--- config.mk ---
export PLATFORM = sky130hd
export DESIGN_NAME = key_click_classifier
export DESIGN_NICKNAME = d
export VERILOG_FILES = /design/src/hdl/kcc_pkg.sv /design/src/hdl/key_click_classifier.sv
export SDC_FILE = /design/constraint.sdc
export NUM_CORES = 1
export LEC_CHECK = 0
export ABC_AREA = 1
export ABC_CLOCK_PERIOD_IN_PS = 8850
export BUFFER_PORTS_ARGS = -buffer_cell sky130_fd_sc_hd__buf_2
export CAP_MARGIN = 40
export CELL_PAD_IN_SITES_DETAIL_PLACEMENT = 1
export CELL_PAD_IN_SITES_GLOBAL_PLACEMENT = 1
export CORE_MARGIN = 3
export CORE_UTILIZATION = 49
export DETAILED_ROUTE_END_ITERATION = 10
export HOLD_SLACK_MARGIN = 0.1
export PLACE_DENSITY_LB_ADDON = 0.1
export SLEW_MARGIN = 20
export SYNTH_ARGS = -nofsm -noshare
export SYNTH_HDL_FRONTEND = slang
export SYNTH_SLANG_ARGS = --single-unit
export TNS_END_PERCENT = 5
--- constraint.sdc ---
create_clock -name clk_i -period 8.85 [get_ports clk_i]
set_clock_uncertainty 0.2 [all_clocks]
set_input_delay 0.885 -clock clk_i [delete_from_list [all_inputs] [get_ports clk_i]]
set_output_delay 0.885 -clock clk_i [all_outputs]
set_load 0.02 [all_outputs]
--- src/hdl/kcc_pkg.sv ---
// Shared types and constants for the key click classifier.
package kcc_pkg;

  // Configuration register indexes.
  typedef enum logic [2:0] {
    CFG_ACTIVE_LEVEL  = 3'd0,
    CFG_SHORT_TICKS   = 3'd1,
    CFG_LONG_TICKS    = 3'd2,
    CFG_REPEAT_TICKS  = 3'd3,
    CFG_DOUBLE_WINDOW = 3'd4
  } cfg_idx_e;

  localparam int unsigned CfgIdxWidth = 3;
  localparam int unsigned ByteWidth   = 8;

  typedef logic [ByteWidth-1:0] byte_t;

  // Status and event bit masks.
  localparam byte_t EV_PRESSED      = 8'h01;
  localparam byte_t EV_SHORT        = 8'h02;
  localparam byte_t EV_LONG         = 8'h04;
  localparam byte_t EV_LONG_ONCE    = 8'h44;
  localparam byte_t EV_LONG_RELEASE = 8'h0C;
  localparam byte_t EV_PENDING      = 8'h10;
  localparam byte_t EV_DOUBLE       = 8'h20;

  // Status bits carried over from one tick to the next.
  localparam byte_t KEEP_DOUBLE_ON  = 8'h3E;
  localparam byte_t KEEP_DOUBLE_OFF = 8'h0E;
  localparam byte_t MASK_DOUBLE_ON  = 8'hBE;
  localparam byte_t MASK_DOUBLE_OFF = 8'h8E;

  // Reset values of the configuration registers.
  localparam byte_t RST_ACTIVE_LEVEL  = 8'd0;
  localparam byte_t RST_SHORT_TICKS   = 8'd2;
  localparam byte_t RST_LONG_TICKS    = 8'd100;
  localparam byte_t RST_REPEAT_TICKS  = 8'd0;
  localparam byte_t RST_DOUBLE_WINDOW = 8'd0;

endpackage

--- src/hdl/key_click_classifier.sv ---
// Key click classifier: short, long, repeat and double click detection per tick.
//
// Usage: every input transaction on the s_axis channel is one tick carrying
// the sampled key level and a mask of status bits to clear. Every tick
// produces exactly one output transaction on m_axis with the updated status
// byte and the events raised in that tick.
// Pipeline: an accepted tick is held in an input register, then classified
// by a single pass of compare and counter logic into the result register,
// from which its result is offered on m_axis.
// Throughput: one tick per cycle while the receiver is ready; the hold counter,
// window counter and status byte are updated in the same cycle as the
// classification, so consecutive ticks flow back to back.
// When the receiver stalls, the result register holds and the input register
// still takes one more tick; s_axis_tready drops once both are full.
// Configuration: cfg channel writes one 8-bit register per transaction and is
// always ready; write only while no tick is in flight.
// Reset clears counters, status and pipeline valids and restores register
// defaults (pressed level 0, short 2, long 100, no repeat, no double click).
module key_click_classifier #(
  parameter int unsigned COUNT_WIDTH = 16
) (
  input  logic                           clk_i,
  input  logic                           rst_ni,
  // Tick input; tdata: [7:0] key_level, [15:8] clear_flags.
  input  logic                           s_axis_tvalid,
  output logic                           s_axis_tready,
  input  logic [15:0]                    s_axis_tdata,
  // Result output; tdata: [7:0] status, [15:8] new_events.
  output logic                           m_axis_tvalid,
  input  logic                           m_axis_tready,
  output logic [15:0]                    m_axis_tdata,
  // Configuration write channel.
  input  logic                           cfg_valid_i,
  output logic                           cfg_ready_o,
  input  logic [kcc_pkg::CfgIdxWidth-1:0] cfg_index_i,
  input  kcc_pkg::byte_t                 cfg_data_i
);

  import kcc_pkg::*;

  localparam logic [COUNT_WIDTH-1:0] CntMax = '1;

  // Configuration registers.
  byte_t active_q, short_q, long_q, repeat_q, window_q;

  assign cfg_ready_o = 1'b1;

  always_ff @(posedge clk_i or negedge rst_ni) begin
    if (!rst_ni) begin
      active_q <= RST_ACTIVE_LEVEL;
      short_q  <= RST_SHORT_TICKS;
      long_q   <= RST_LONG_TICKS;
      repeat_q <= RST_REPEAT_TICKS;
      window_q <= RST_DOUBLE_WINDOW;
    end else if (cfg_valid_i) begin
      unique case (cfg_idx_e'(cfg_index_i))
        CFG_ACTIVE_LEVEL:  active_q <= cfg_data_i;
        CFG_SHORT_TICKS:   short_q  <= cfg_data_i;
        CFG_LONG_TICKS:    long_q   <= cfg_data_i;
        CFG_REPEAT_TICKS:  repeat_q <= cfg_data_i;
        CFG_DOUBLE_WINDOW: window_q <= cfg_data_i;
        default: ;
      endcase
    end
  end

  // Pipeline handshake: the input register advances whenever the result
  // register is empty or being drained.
  logic  in_valid_q;
  byte_t level_q, clear_q;
  logic  out_valid_q;
  logic  out_free;
  logic  advance;

  assign out_free      = !out_valid_q || m_axis_tready;
  assign advance       = in_valid_q && out_free;
  assign s_axis_tready = !in_valid_q || out_free;

  always_ff @(posedge clk_i or negedge rst_ni) begin
    if (!rst_ni) begin
      in_valid_q <= 1'b0;
    end else if (s_axis_tready) begin
      in_valid_q <= s_axis_tvalid;
    end
  end

  always_ff @(posedge clk_i) begin
    if (s_axis_tvalid && s_axis_tready) begin
      level_q <= s_axis_tdata[7:0];
      clear_q <= s_axis_tdata[15:8];
    end
  end

  // Classifier state.
  logic [COUNT_WIDTH-1:0] hold_q, hold_d;
  logic [COUNT_WIDTH-1:0] win_q, win_d;
  byte_t                  status_q, status_d;
  byte_t                  events_d;

  // Classification of one tick.
  logic                   pressed;
  byte_t                  st_clr;
  byte_t                  st_mid;
  byte_t                  ev;
  logic [COUNT_WIDTH-1:0] hold_inc, win_inc;
  logic [COUNT_WIDTH-1:0] lt_ext, ltr_ext;
  logic [8:0]             ltr_sum;

  always_comb begin
    pressed  = (level_q == active_q);
    st_clr   = status_q & ~clear_q;
    ev       = '0;
    hold_inc = (hold_q == CntMax) ? hold_q : hold_q + COUNT_WIDTH'(1);
    hold_d   = hold_inc;
    lt_ext   = COUNT_WIDTH'(long_q);
    ltr_sum  = {1'b0, long_q} + {1'b0, repeat_q};
    ltr_ext  = COUNT_WIDTH'(ltr_sum);

    // Hold time classification.
    if (hold_inc >= lt_ext) begin
      if ((repeat_q != '0) && (hold_inc > ltr_ext)) begin
        hold_d = lt_ext + COUNT_WIDTH'(1);
        ev     = ev | EV_LONG;
      end else if (hold_inc == lt_ext) begin
        ev = ev | EV_LONG_ONCE;
      end
      if (!pressed) begin
        ev     = ev | EV_LONG_RELEASE;
        hold_d = '0;
      end
    end else if (hold_inc > COUNT_WIDTH'(short_q)) begin
      if (!pressed) begin
        ev     = ev | EV_SHORT;
        hold_d = '0;
      end
    end else if (!pressed) begin
      hold_d = '0;
    end
    if (pressed) begin
      ev = ev | EV_PRESSED;
    end

    // Double click window and status carry-over.
    st_mid  = st_clr;
    win_inc = (win_q == CntMax) ? win_q : win_q + COUNT_WIDTH'(1);
    win_d   = win_q;
    if (window_q != '0) begin
      if ((ev & EV_SHORT) != '0) begin
        ev = (ev & ~EV_SHORT) | EV_PENDING;
      end
      if ((st_clr & EV_PENDING) != '0) begin
        win_d = win_inc;
        if (win_inc > COUNT_WIDTH'(window_q)) begin
          if ((ev & EV_PENDING) != '0) begin
            ev = (ev & ~EV_PENDING) | EV_DOUBLE;
          end else begin
            ev = ev | EV_SHORT;
          end
          win_d  = '0;
          st_mid = st_mid & ~EV_PENDING;
        end else if ((ev & EV_PENDING) != '0) begin
          ev     = (ev & ~EV_PENDING) | EV_DOUBLE;
          st_mid = st_mid & ~EV_PENDING;
          win_d  = '0;
        end
      end
      status_d = (({st_mid[0], 7'b0} | (st_mid & KEEP_DOUBLE_ON)) & MASK_DOUBLE_ON) | ev;
    end else begin
      status_d = (({st_mid[0], 7'b0} | (st_mid & KEEP_DOUBLE_OFF)) & MASK_DOUBLE_OFF) | ev;
    end
    events_d = ev;
  end

  // State update and result register.
  always_ff @(posedge clk_i or negedge rst_ni) begin
    if (!rst_ni) begin
      hold_q      <= '0;
      win_q       <= '0;
      status_q    <= '0;
      out_valid_q <= 1'b0;
    end else begin
      if (advance) begin
        hold_q   <= hold_d;
        win_q    <= win_d;
        status_q <= status_d;
      end
      if (out_free) begin
        out_valid_q <= in_valid_q;
      end
    end
  end

  always_ff @(posedge clk_i) begin
    if (advance) begin
      m_axis_tdata <= {events_d, status_d};
    end
  end

  assign m_axis_tvalid = out_valid_q;

`ifndef ASSERT_OFF
  // A tick leaving the input register always lands in the result register.
  a_advance_lands: assert property (@(posedge clk_i) disable iff (!rst_ni)
    advance |=> m_axis_tvalid)
    else $error("classified tick did not reach the result register");

  // Events of a tick are always merged into its status.
  a_events_in_status: assert property (@(posedge clk_i) disable iff (!rst_ni)
    m_axis_tvalid |-> ((m_axis_tdata[7:0] & m_axis_tdata[15:8]) == m_axis_tdata[15:8]))
    else $error("event not reflected in status");

  // The previous-pressed bit is never raised as a new event.
  a_no_prev_event: assert property (@(posedge clk_i) disable iff (!rst_ni)
    m_axis_tvalid |-> !m_axis_tdata[15])
    else $error("previous-pressed bit raised as event");

  // Status tracks the result being offered while no tick waits in the input register.
  a_status_match: assert property (@(posedge clk_i) disable iff (!rst_ni)
    m_axis_tvalid && !in_valid_q |-> (m_axis_tdata[7:0] == status_q))
    else $error("offered status differs from stored status");
`endif

endmodule
==> After elaboration in Yosys (flattened, before gate mapping) <==
Cells that the tools add are included.
{ "totals": {"regBits": 110, "inputBits": 32, "out_inout_bits": 19, "word_cells": 79} }
{ "classes": {"addsub": 4, "order_cmp": 4, "n_eq_ne": 8, "mux": 28, "n_bitwise": 6, "n_reduce_logical": 16} }
{ "op_table": {"columns": ["cell", "count"], "rows": [
  ["2-to-1 mux 16 bit", 8],
  ["adder 16 x 1 -> 16 bit (second input constant)", 2],
  ["== test 16 bit (second input constant)", 2],
  ["> comparator 16 x 8 -> 1 bit", 2],
  ["2-to-1 mux 8 bit", 4],
  ["2-to-1 mux 6 bit", 5],
  ["2-to-1 mux 7 bit", 3],
  ["2-to-1 mux 5 bit", 4],
  ["== test 16 x 8 -> 1 bit", 1],
  ["greater-or-equal comparator 16 x 8 -> 1 bit", 1],
  ["> comparator 16 x 9 -> 1 bit", 1],
  ["OR 8 bit", 2],
  ["nonzero test 8 bit", 2],
  ["AND reduction 2 bit", 5],
  ["adder 8 x 1 -> 9 bit (second input constant)", 1],
  ["adder 8 x 8 -> 9 bit", 1],
  ["== test 8 bit", 1],
  ["OR 8 x 4 -> 8 bit", 1],
  ["OR 8 x 6 -> 8 bit", 1],
  ["bitwise AND 6 bit", 1],
  ["== test 3 x 2 -> 1 bit (second input constant)", 2],
  ["NOT 6 bit", 1],
  ["2-to-1 mux 2 bit", 2],
  ["2-to-1 mux 4 bit", 1],
  ["8 further kinds", 12]
]} }

==> Logic depth before layout (Yosys ltp) <==
{ "logic_depth": {"ltp_word": 17, "ltp_mapped": 27, "depth_no_buf": 26} }

==> Least setup slack after synthesis <==
No wires, ideal clock.
{ "synth_path": {"kind": "register -> register", "start": "reg long_q[2]", "end": "reg hold_q[0]", "setup_ns": 0.118, "t_arrival_ns": 3.038, "required_time_ns": 8.532, "path_slack_ns": 5.494, "stages_incl_launch_ff": 26, "path_buffers": 0, "period_less_slack_ns": 3.356, "cell_sequence": "dfstp_2 > ha_1 > a21oi_1 > nand2_1 > a21oi_1 > o21bai_1 > nand2_1 > nand2_1 > a21oi_1 > xor2_1 > ha_1 > nand2_1 > nor2_1 > nand4_1 > nor2_1 > nor2_1 > o21ai_0 > nand2_1 > nand2_1 > nand2_1 > nand3_1 > nand2_1 > nor2_2 > nand2_1 > nand3_1 > nand2_1"} }
{ "synth_between": {"elab_chain_cells": 6, "word_cells_on_any_way": 7, "cone_classes": "1 x add/sub; 2 x order compare; 3 x mux; 1 x reduce/logical"} }
{ "synth_lines": {"columns": ["element", "line_no", "rtl"], "rows": [
  ["from (decl)", "key_click_classifier.sv:44", "byte_t active_q, short_q, long_q, repeat_q, window_q;"],
  ["from (signal assigned)", "key_click_classifier.sv:59", "CFG_LONG_TICKS: long_q <= cfg_data_i;"],
  ["adder 8 x 8 -> 9 bit", "key_click_classifier.sv:116", "ltr_sum = {1'b0, long_q} + {1'b0, repeat_q};"],
  ["> comparator 16 x 9 -> 1 bit", "key_click_classifier.sv:121", "if ((repeat_q != '0) && (hold_inc > ltr_ext)) begin"],
  ["logical AND 1 bit", "key_click_classifier.sv:121", null],
  ["2-to-1 mux 16 bit", "key_click_classifier.sv:121", null],
  ["2-to-1 mux 16 bit", "key_click_classifier.sv:127", "if (!pressed) begin"],
  ["2-to-1 mux 16 bit (*)", "key_click_classifier.sv:120", "if (hold_inc >= lt_ext) begin"],
  ["to (signal assigned)", "key_click_classifier.sv:183", "hold_q <= hold_d;"],
  ["to (decl)", "key_click_classifier.sv:95", "logic [COUNT_WIDTH-1:0] hold_q, hold_d;"]
]} }
Every way passes the cells marked *; elsewhere a longest branch is shown, timed or not.
A chain may end at the register's enable or synchronous reset.

==> Worst setup path in the final report <==
{ "layout_path": {"start": "reg hold_q[0]", "end": "reg hold_q[7]"} }
{ "layout_between": {"elab_chain_cells": 7, "word_cells_on_any_way": 10, "cone_classes": "1 x add/sub; 2 x order compare; 1 x eq/ne; 5 x mux; 1 x reduce/logical"} }
{ "layout_lines": {"columns": ["element", "line_no", "rtl"], "rows": [
  ["adder 16 x 1 -> 16 bit / == test 16 bit (equally long branches)", "key_click_classifier.sv:113", "hold_inc = (hold_q == CntMax) ? hold_q : hold_q + COUNT_WIDTH'(1);"],
  ["2-to-1 mux 16 bit (*)", "key_click_classifier.sv:113", null],
  ["> comparator 16 x 9 -> 1 bit", "key_click_classifier.sv:121", null],
  ["logical AND 1 bit", "key_click_classifier.sv:121", null],
  ["2-to-1 mux 16 bit", "key_click_classifier.sv:121", null],
  ["2-to-1 mux 16 bit", "key_click_classifier.sv:127", null],
  ["2-to-1 mux 16 bit (*)", "key_click_classifier.sv:120", null]
]} }
Marked as above.

==> reports/qor.log <==
qor: route.drt_pass1_iterations 4
qor: placement.post-dp-hpwl 13100 µm
qor: logic_synthesis.number_of_enable_type_register_cells_in_the_synthesized_netlist 27
qor: die.die_width 121 µm
qor: logic_synthesis.postSynth.topFlopCell sky130_fd_sc_hd__dfrtp_1
qor: logic_synthesis.synth.yosys.warnings 0
qor: flow_run.timing.max_cap.violations 0
qor: sta.max_slew_margin 0.525
qor: critical_path.timing.critical_path.arrival 4.26 ns
qor: outcome.status complete, no violations
qor: logic_synthesis.post-synth-top-count-cell sky130_fd_sc_hd__nand2_1
qor: sta.finalSetupTns 0 ns
qor: sta.timing.final.setup_violations 0
qor: die.initial_utilization 0.506
qor: die.floorplan.core_area 12800 µm²
qor: clock_tree.post_cts.resized_instances 0
qor: logic_synthesis.mapped_area 6470 µm²
qor: layout.antenna_cells 0
qor: placement.place.port_buffers 46
qor: logic_synthesis.post_synthesis_register_bit_count 107
qor: logic_synthesis.async_flop_share 0.748
qor: die.die_area 14600 µm²
qor: global_routing.antenna_found_initial 0
qor: logic_synthesis.synth_cell_type_count 43
qor: sta.report.final.slew_viol_count 0
qor: global_routing.grt_first_pass_wirelength 29000 µm
qor: logic_synthesis.netlist_instances 811
qor: sta.min_period_over_period 0.477
qor: logic_synthesis.yosysSeqAreaShare 0.436
qor: global_routing.maximum_number_of_pins_on_one_net_before_global_route_repair 63
qor: pwr.power_per_cell_area 219 nW/µm²
qor: critical_path.crit_path_max_fanout 10
qor: die.chipHeight 121 µm
qor: logic_synthesis.most_instantiated_cells_after_synthesis 217 x sky130_fd_sc_hd__nand2_1, 104 x sky130_fd_sc_hd__inv_1, 76 x sky130_fd_sc_hd__dfrtp_1, 63 x sky130_fd_sc_hd__nor2_1, 51 x sky130_fd_sc_hd__o21ai_0
qor: route.remaining_drc_errors 0
qor: layout.fin_util 0.564
qor: route.drt-vias-per-instance 5.39
qor: min_path.worst_hold_path_type input port to async pin
qor: clock_tree.cts.reportedPaths.clkPinSlew 0.07 ns
qor: sta.final_worst_path_period_need 4.22 ns
qor: critical_path.endpoint_kind flip-flop
qor: pwr.pleak 3.63 nW
qor: logic_synthesis.synthesis.area_per_instance 7.98 µm²
qor: clock_tree.htree_levels 3
qor: global_routing.grt.overflow.total 0
qor: sta.hold_viol 0
qor: global_routing.first_global_vias 6026
qor: clock_tree.clock-root-buffer sky130_fd_sc_hd__clkbuf_16
qor: critical_path.startpoint_to_endpoint_class_of_the_critical_path flip-flop to flip-flop
qor: sta.max_clock_freq 0.237 GHz
qor: route.wirelength 17400 µm
qor: pwr.power 1.58 mW
qor: sta.grt_setup_unrepaired no
qor: pwr.vdd_ir_drop_max 0.000136 V
qor: clock_tree.cts_tree yes
qor: logic_synthesis.netlist.area_leader.share 0.294
qor: layout.syn_to_final_growth 11.3%
qor: clock_tree.cts_num_sinks 107
qor: critical_path.crit_path_start_kind flip-flop
qor: sta.fin_ws 4.63 ns
qor: clock_tree.cts_hold_buf 0
qor: global_routing.grtUsageTotal 0.249
qor: layout.layout.nets 929
qor: placement.place.gp.congestion 0.920
qor: critical_path.timing.critical_path.required 8.89 ns
qor: route.detailedRoute.firstIterationViolations 269
qor: logic_synthesis.netlist_top_cells_area sky130_fd_sc_hd__dfrtp_1 29%, sky130_fd_sc_hd__nand2_1 13%, sky130_fd_sc_hd__edfxtp_1 13%, sky130_fd_sc_hd__ha_1 7.7%, sky130_fd_sc_hd__inv_1 6.0%
qor: layout.share_of_layout_cells_above_drive_strength_1 0.124
qor: clock_tree.cts_buffer_depth 2
qor: clock_tree.postCtsSetupRepairBufs 0
qor: route.post_route_antenna_net_violation_count 0
qor: die.row_count 41
qor: logic_synthesis.postSynthNetCount 884
qor: clock_tree.worst_skew_pair.late_latency 0.35 ns
qor: route.detailroute.via_count 5563
qor: route.wl_per_cell 16.9 µm
qor: logic_synthesis.synth_top_area_cell sky130_fd_sc_hd__dfrtp_1
qor: sta.tightest_slew 0.710 ns
qor: placement.dp_worst_setup_slack 4.64 ns
qor: die.ioPinCount 51
qor: clock_tree.cts_made_buffers 9
[worst paths after layout]
path                       slack [ns]                   start                     end  cells after the start
setup / recovery                 4.63   hold_q[0]$_DFFE_PN0P_   hold_q[7]$_DFFE_PN0P_                     23
hold / removal                   0.20                  rst_ni   hold_q[7]$_DFFE_PN0P_                      1
min in group clk_i               0.29  short_q[2]$_DFFE_PN0P_  short_q[2]$_DFFE_PN0P_                      2
max in group asynchronous        7.33                  rst_ni   long_q[2]$_DFFE_PN1P_                      3
hold reg to reg                  0.29  short_q[2]$_DFFE_PN0P_  short_q[2]$_DFFE_PN0P_                      2
setup reg to reg                 4.63   hold_q[0]$_DFFE_PN0P_   hold_q[7]$_DFFE_PN0P_                     23
[logic make-up after synthesis]
logic type / synth area share
AO/OA/AOI/OAI: 0.0928
AND/OR/NAND/NOR: 0.281
other: 0.00116
adder cells (fa/ha/maj): 0.0805
buffers and inverters: 0.0789
flip-flops: 0.436
XOR/XNOR: 0.0298
[power breakdown]
group	total (mW)	switching (mW)	leakage [nW]	internal, mW
combinational	0.478	0.312	2.17	0.167
sequential	0.671	0.0711	1.30	0.600
clock	0.430	0.190	0.154	0.240
[cells in the final DEF (no fill, tap or decap), types with 3 or more instances in the layout]
cell / count
sky130_fd_sc_hd__nand3_2: 4
sky130_fd_sc_hd__dfstp_2: 4
sky130_fd_sc_hd__nand3b_1: 4
sky130_fd_sc_hd__edfxtp_1: 27
sky130_fd_sc_hd__nand2_2: 5
sky130_fd_sc_hd__clkbuf_16: 10
sky130_fd_sc_hd__o21a_1: 4
sky130_fd_sc_hd__nand2_1: 217
sky130_fd_sc_hd__a21oi_1: 22
sky130_fd_sc_hd__nor4_1: 4
sky130_fd_sc_hd__nor2_2: 6
sky130_fd_sc_hd__dfrtp_1: 76
sky130_fd_sc_hd__inv_2: 4
sky130_fd_sc_hd__o21ai_0: 51
sky130_fd_sc_hd__nand4_1: 29
sky130_fd_sc_hd__buf_4: 4
sky130_fd_sc_hd__o21ai_1: 13
sky130_fd_sc_hd__nor3_1: 9
sky130_fd_sc_hd__nor2_1: 63
sky130_fd_sc_hd__or2_2: 8
sky130_fd_sc_hd__nor2_4: 3
sky130_fd_sc_hd__o21bai_1: 3
sky130_fd_sc_hd__nand3_1: 47
sky130_fd_sc_hd__ha_1: 40
sky130_fd_sc_hd__inv_1: 104
sky130_fd_sc_hd__xor2_1: 18
sky130_fd_sc_hd__xnor2_1: 4
sky130_fd_sc_hd__o22ai_1: 5
sky130_fd_sc_hd__buf_2: 45
[per-stage QoR]
| stage | hold slack [ns] | instance area (µm²) | std cells |
|---|---|---|---|
| floorplan | 0.249 | 6470 | 811 |
| global placement | 0.263 | 6830 | 1014 |
| detailed placement | 0.270 | 6860 | 1016 |
| CTS | 0.200 | 7170 | 1032 |
| global route | 0.208 | 7200 | 1033 |
| finish | 0.202 | 7200 | 1033 |
[per-layer routing]
| metal | track usage | wire, µm |
|---|---|---|
| met1 | 0.301 | 7700 |
| met2 | 0.455 | 9010 |
| met3 | 0.0387 | 447 |
| met4 | 0.0758 | 259 |
| met5 | 0 | 0 |
[area by class of cell]
type,count,area (µm²)
Clock buffer,11,254
Clock inverter,5,63.8
Fill cell,1599,5570
Inverter,110,413
Multi-Input combinational cell,577,3140
Sequential cell,107,2820
Tap cell,172,215
Timing Repair Buffer,51,298
[flip-flops by register name (all words and copies together), names as in the netlist, 8 cells and up]
| signal | count |
|---|---|
| active_q | 8 |
| hold_q | 16 |
| level_q | 8 |
| long_q | 8 |
| m_axis_tdata | 13 |
| repeat_q | 8 |
| short_q | 8 |
| win_q | 16 |
| window_q | 8 |
[worst max-delay path, stage by stage, from the launching register on]
cell,delay [ns]
sky130_fd_sc_hd__dfrtp_1,0.50
sky130_fd_sc_hd__ha_1,0.35
sky130_fd_sc_hd__inv_1,0.12
sky130_fd_sc_hd__nor2_4,0.20
sky130_fd_sc_hd__nand2_4,0.11
sky130_fd_sc_hd__nor2_8,0.19
sky130_fd_sc_hd__nor3_1,0.08
sky130_fd_sc_hd__xor2_1,0.48
sky130_fd_sc_hd__ha_1,0.23
sky130_fd_sc_hd__nand2_1,0.07
sky130_fd_sc_hd__nor2_1,0.16
sky130_fd_sc_hd__nand4_1,0.14
sky130_fd_sc_hd__nor2_1,0.13
sky130_fd_sc_hd__nor2_1,0.05
sky130_fd_sc_hd__o21ai_0,0.07
sky130_fd_sc_hd__nand2_1,0.07
sky130_fd_sc_hd__nand2_1,0.06
sky130_fd_sc_hd__nand2_1,0.05
sky130_fd_sc_hd__nand3_1,0.06
sky130_fd_sc_hd__nand2_1,0.10
sky130_fd_sc_hd__nor2_2,0.38
sky130_fd_sc_hd__nand2_1,0.13
sky130_fd_sc_hd__nand3_1,0.12
sky130_fd_sc_hd__nand2_1,0.06
No activity file was read; power rests on OpenSTA's default activity.
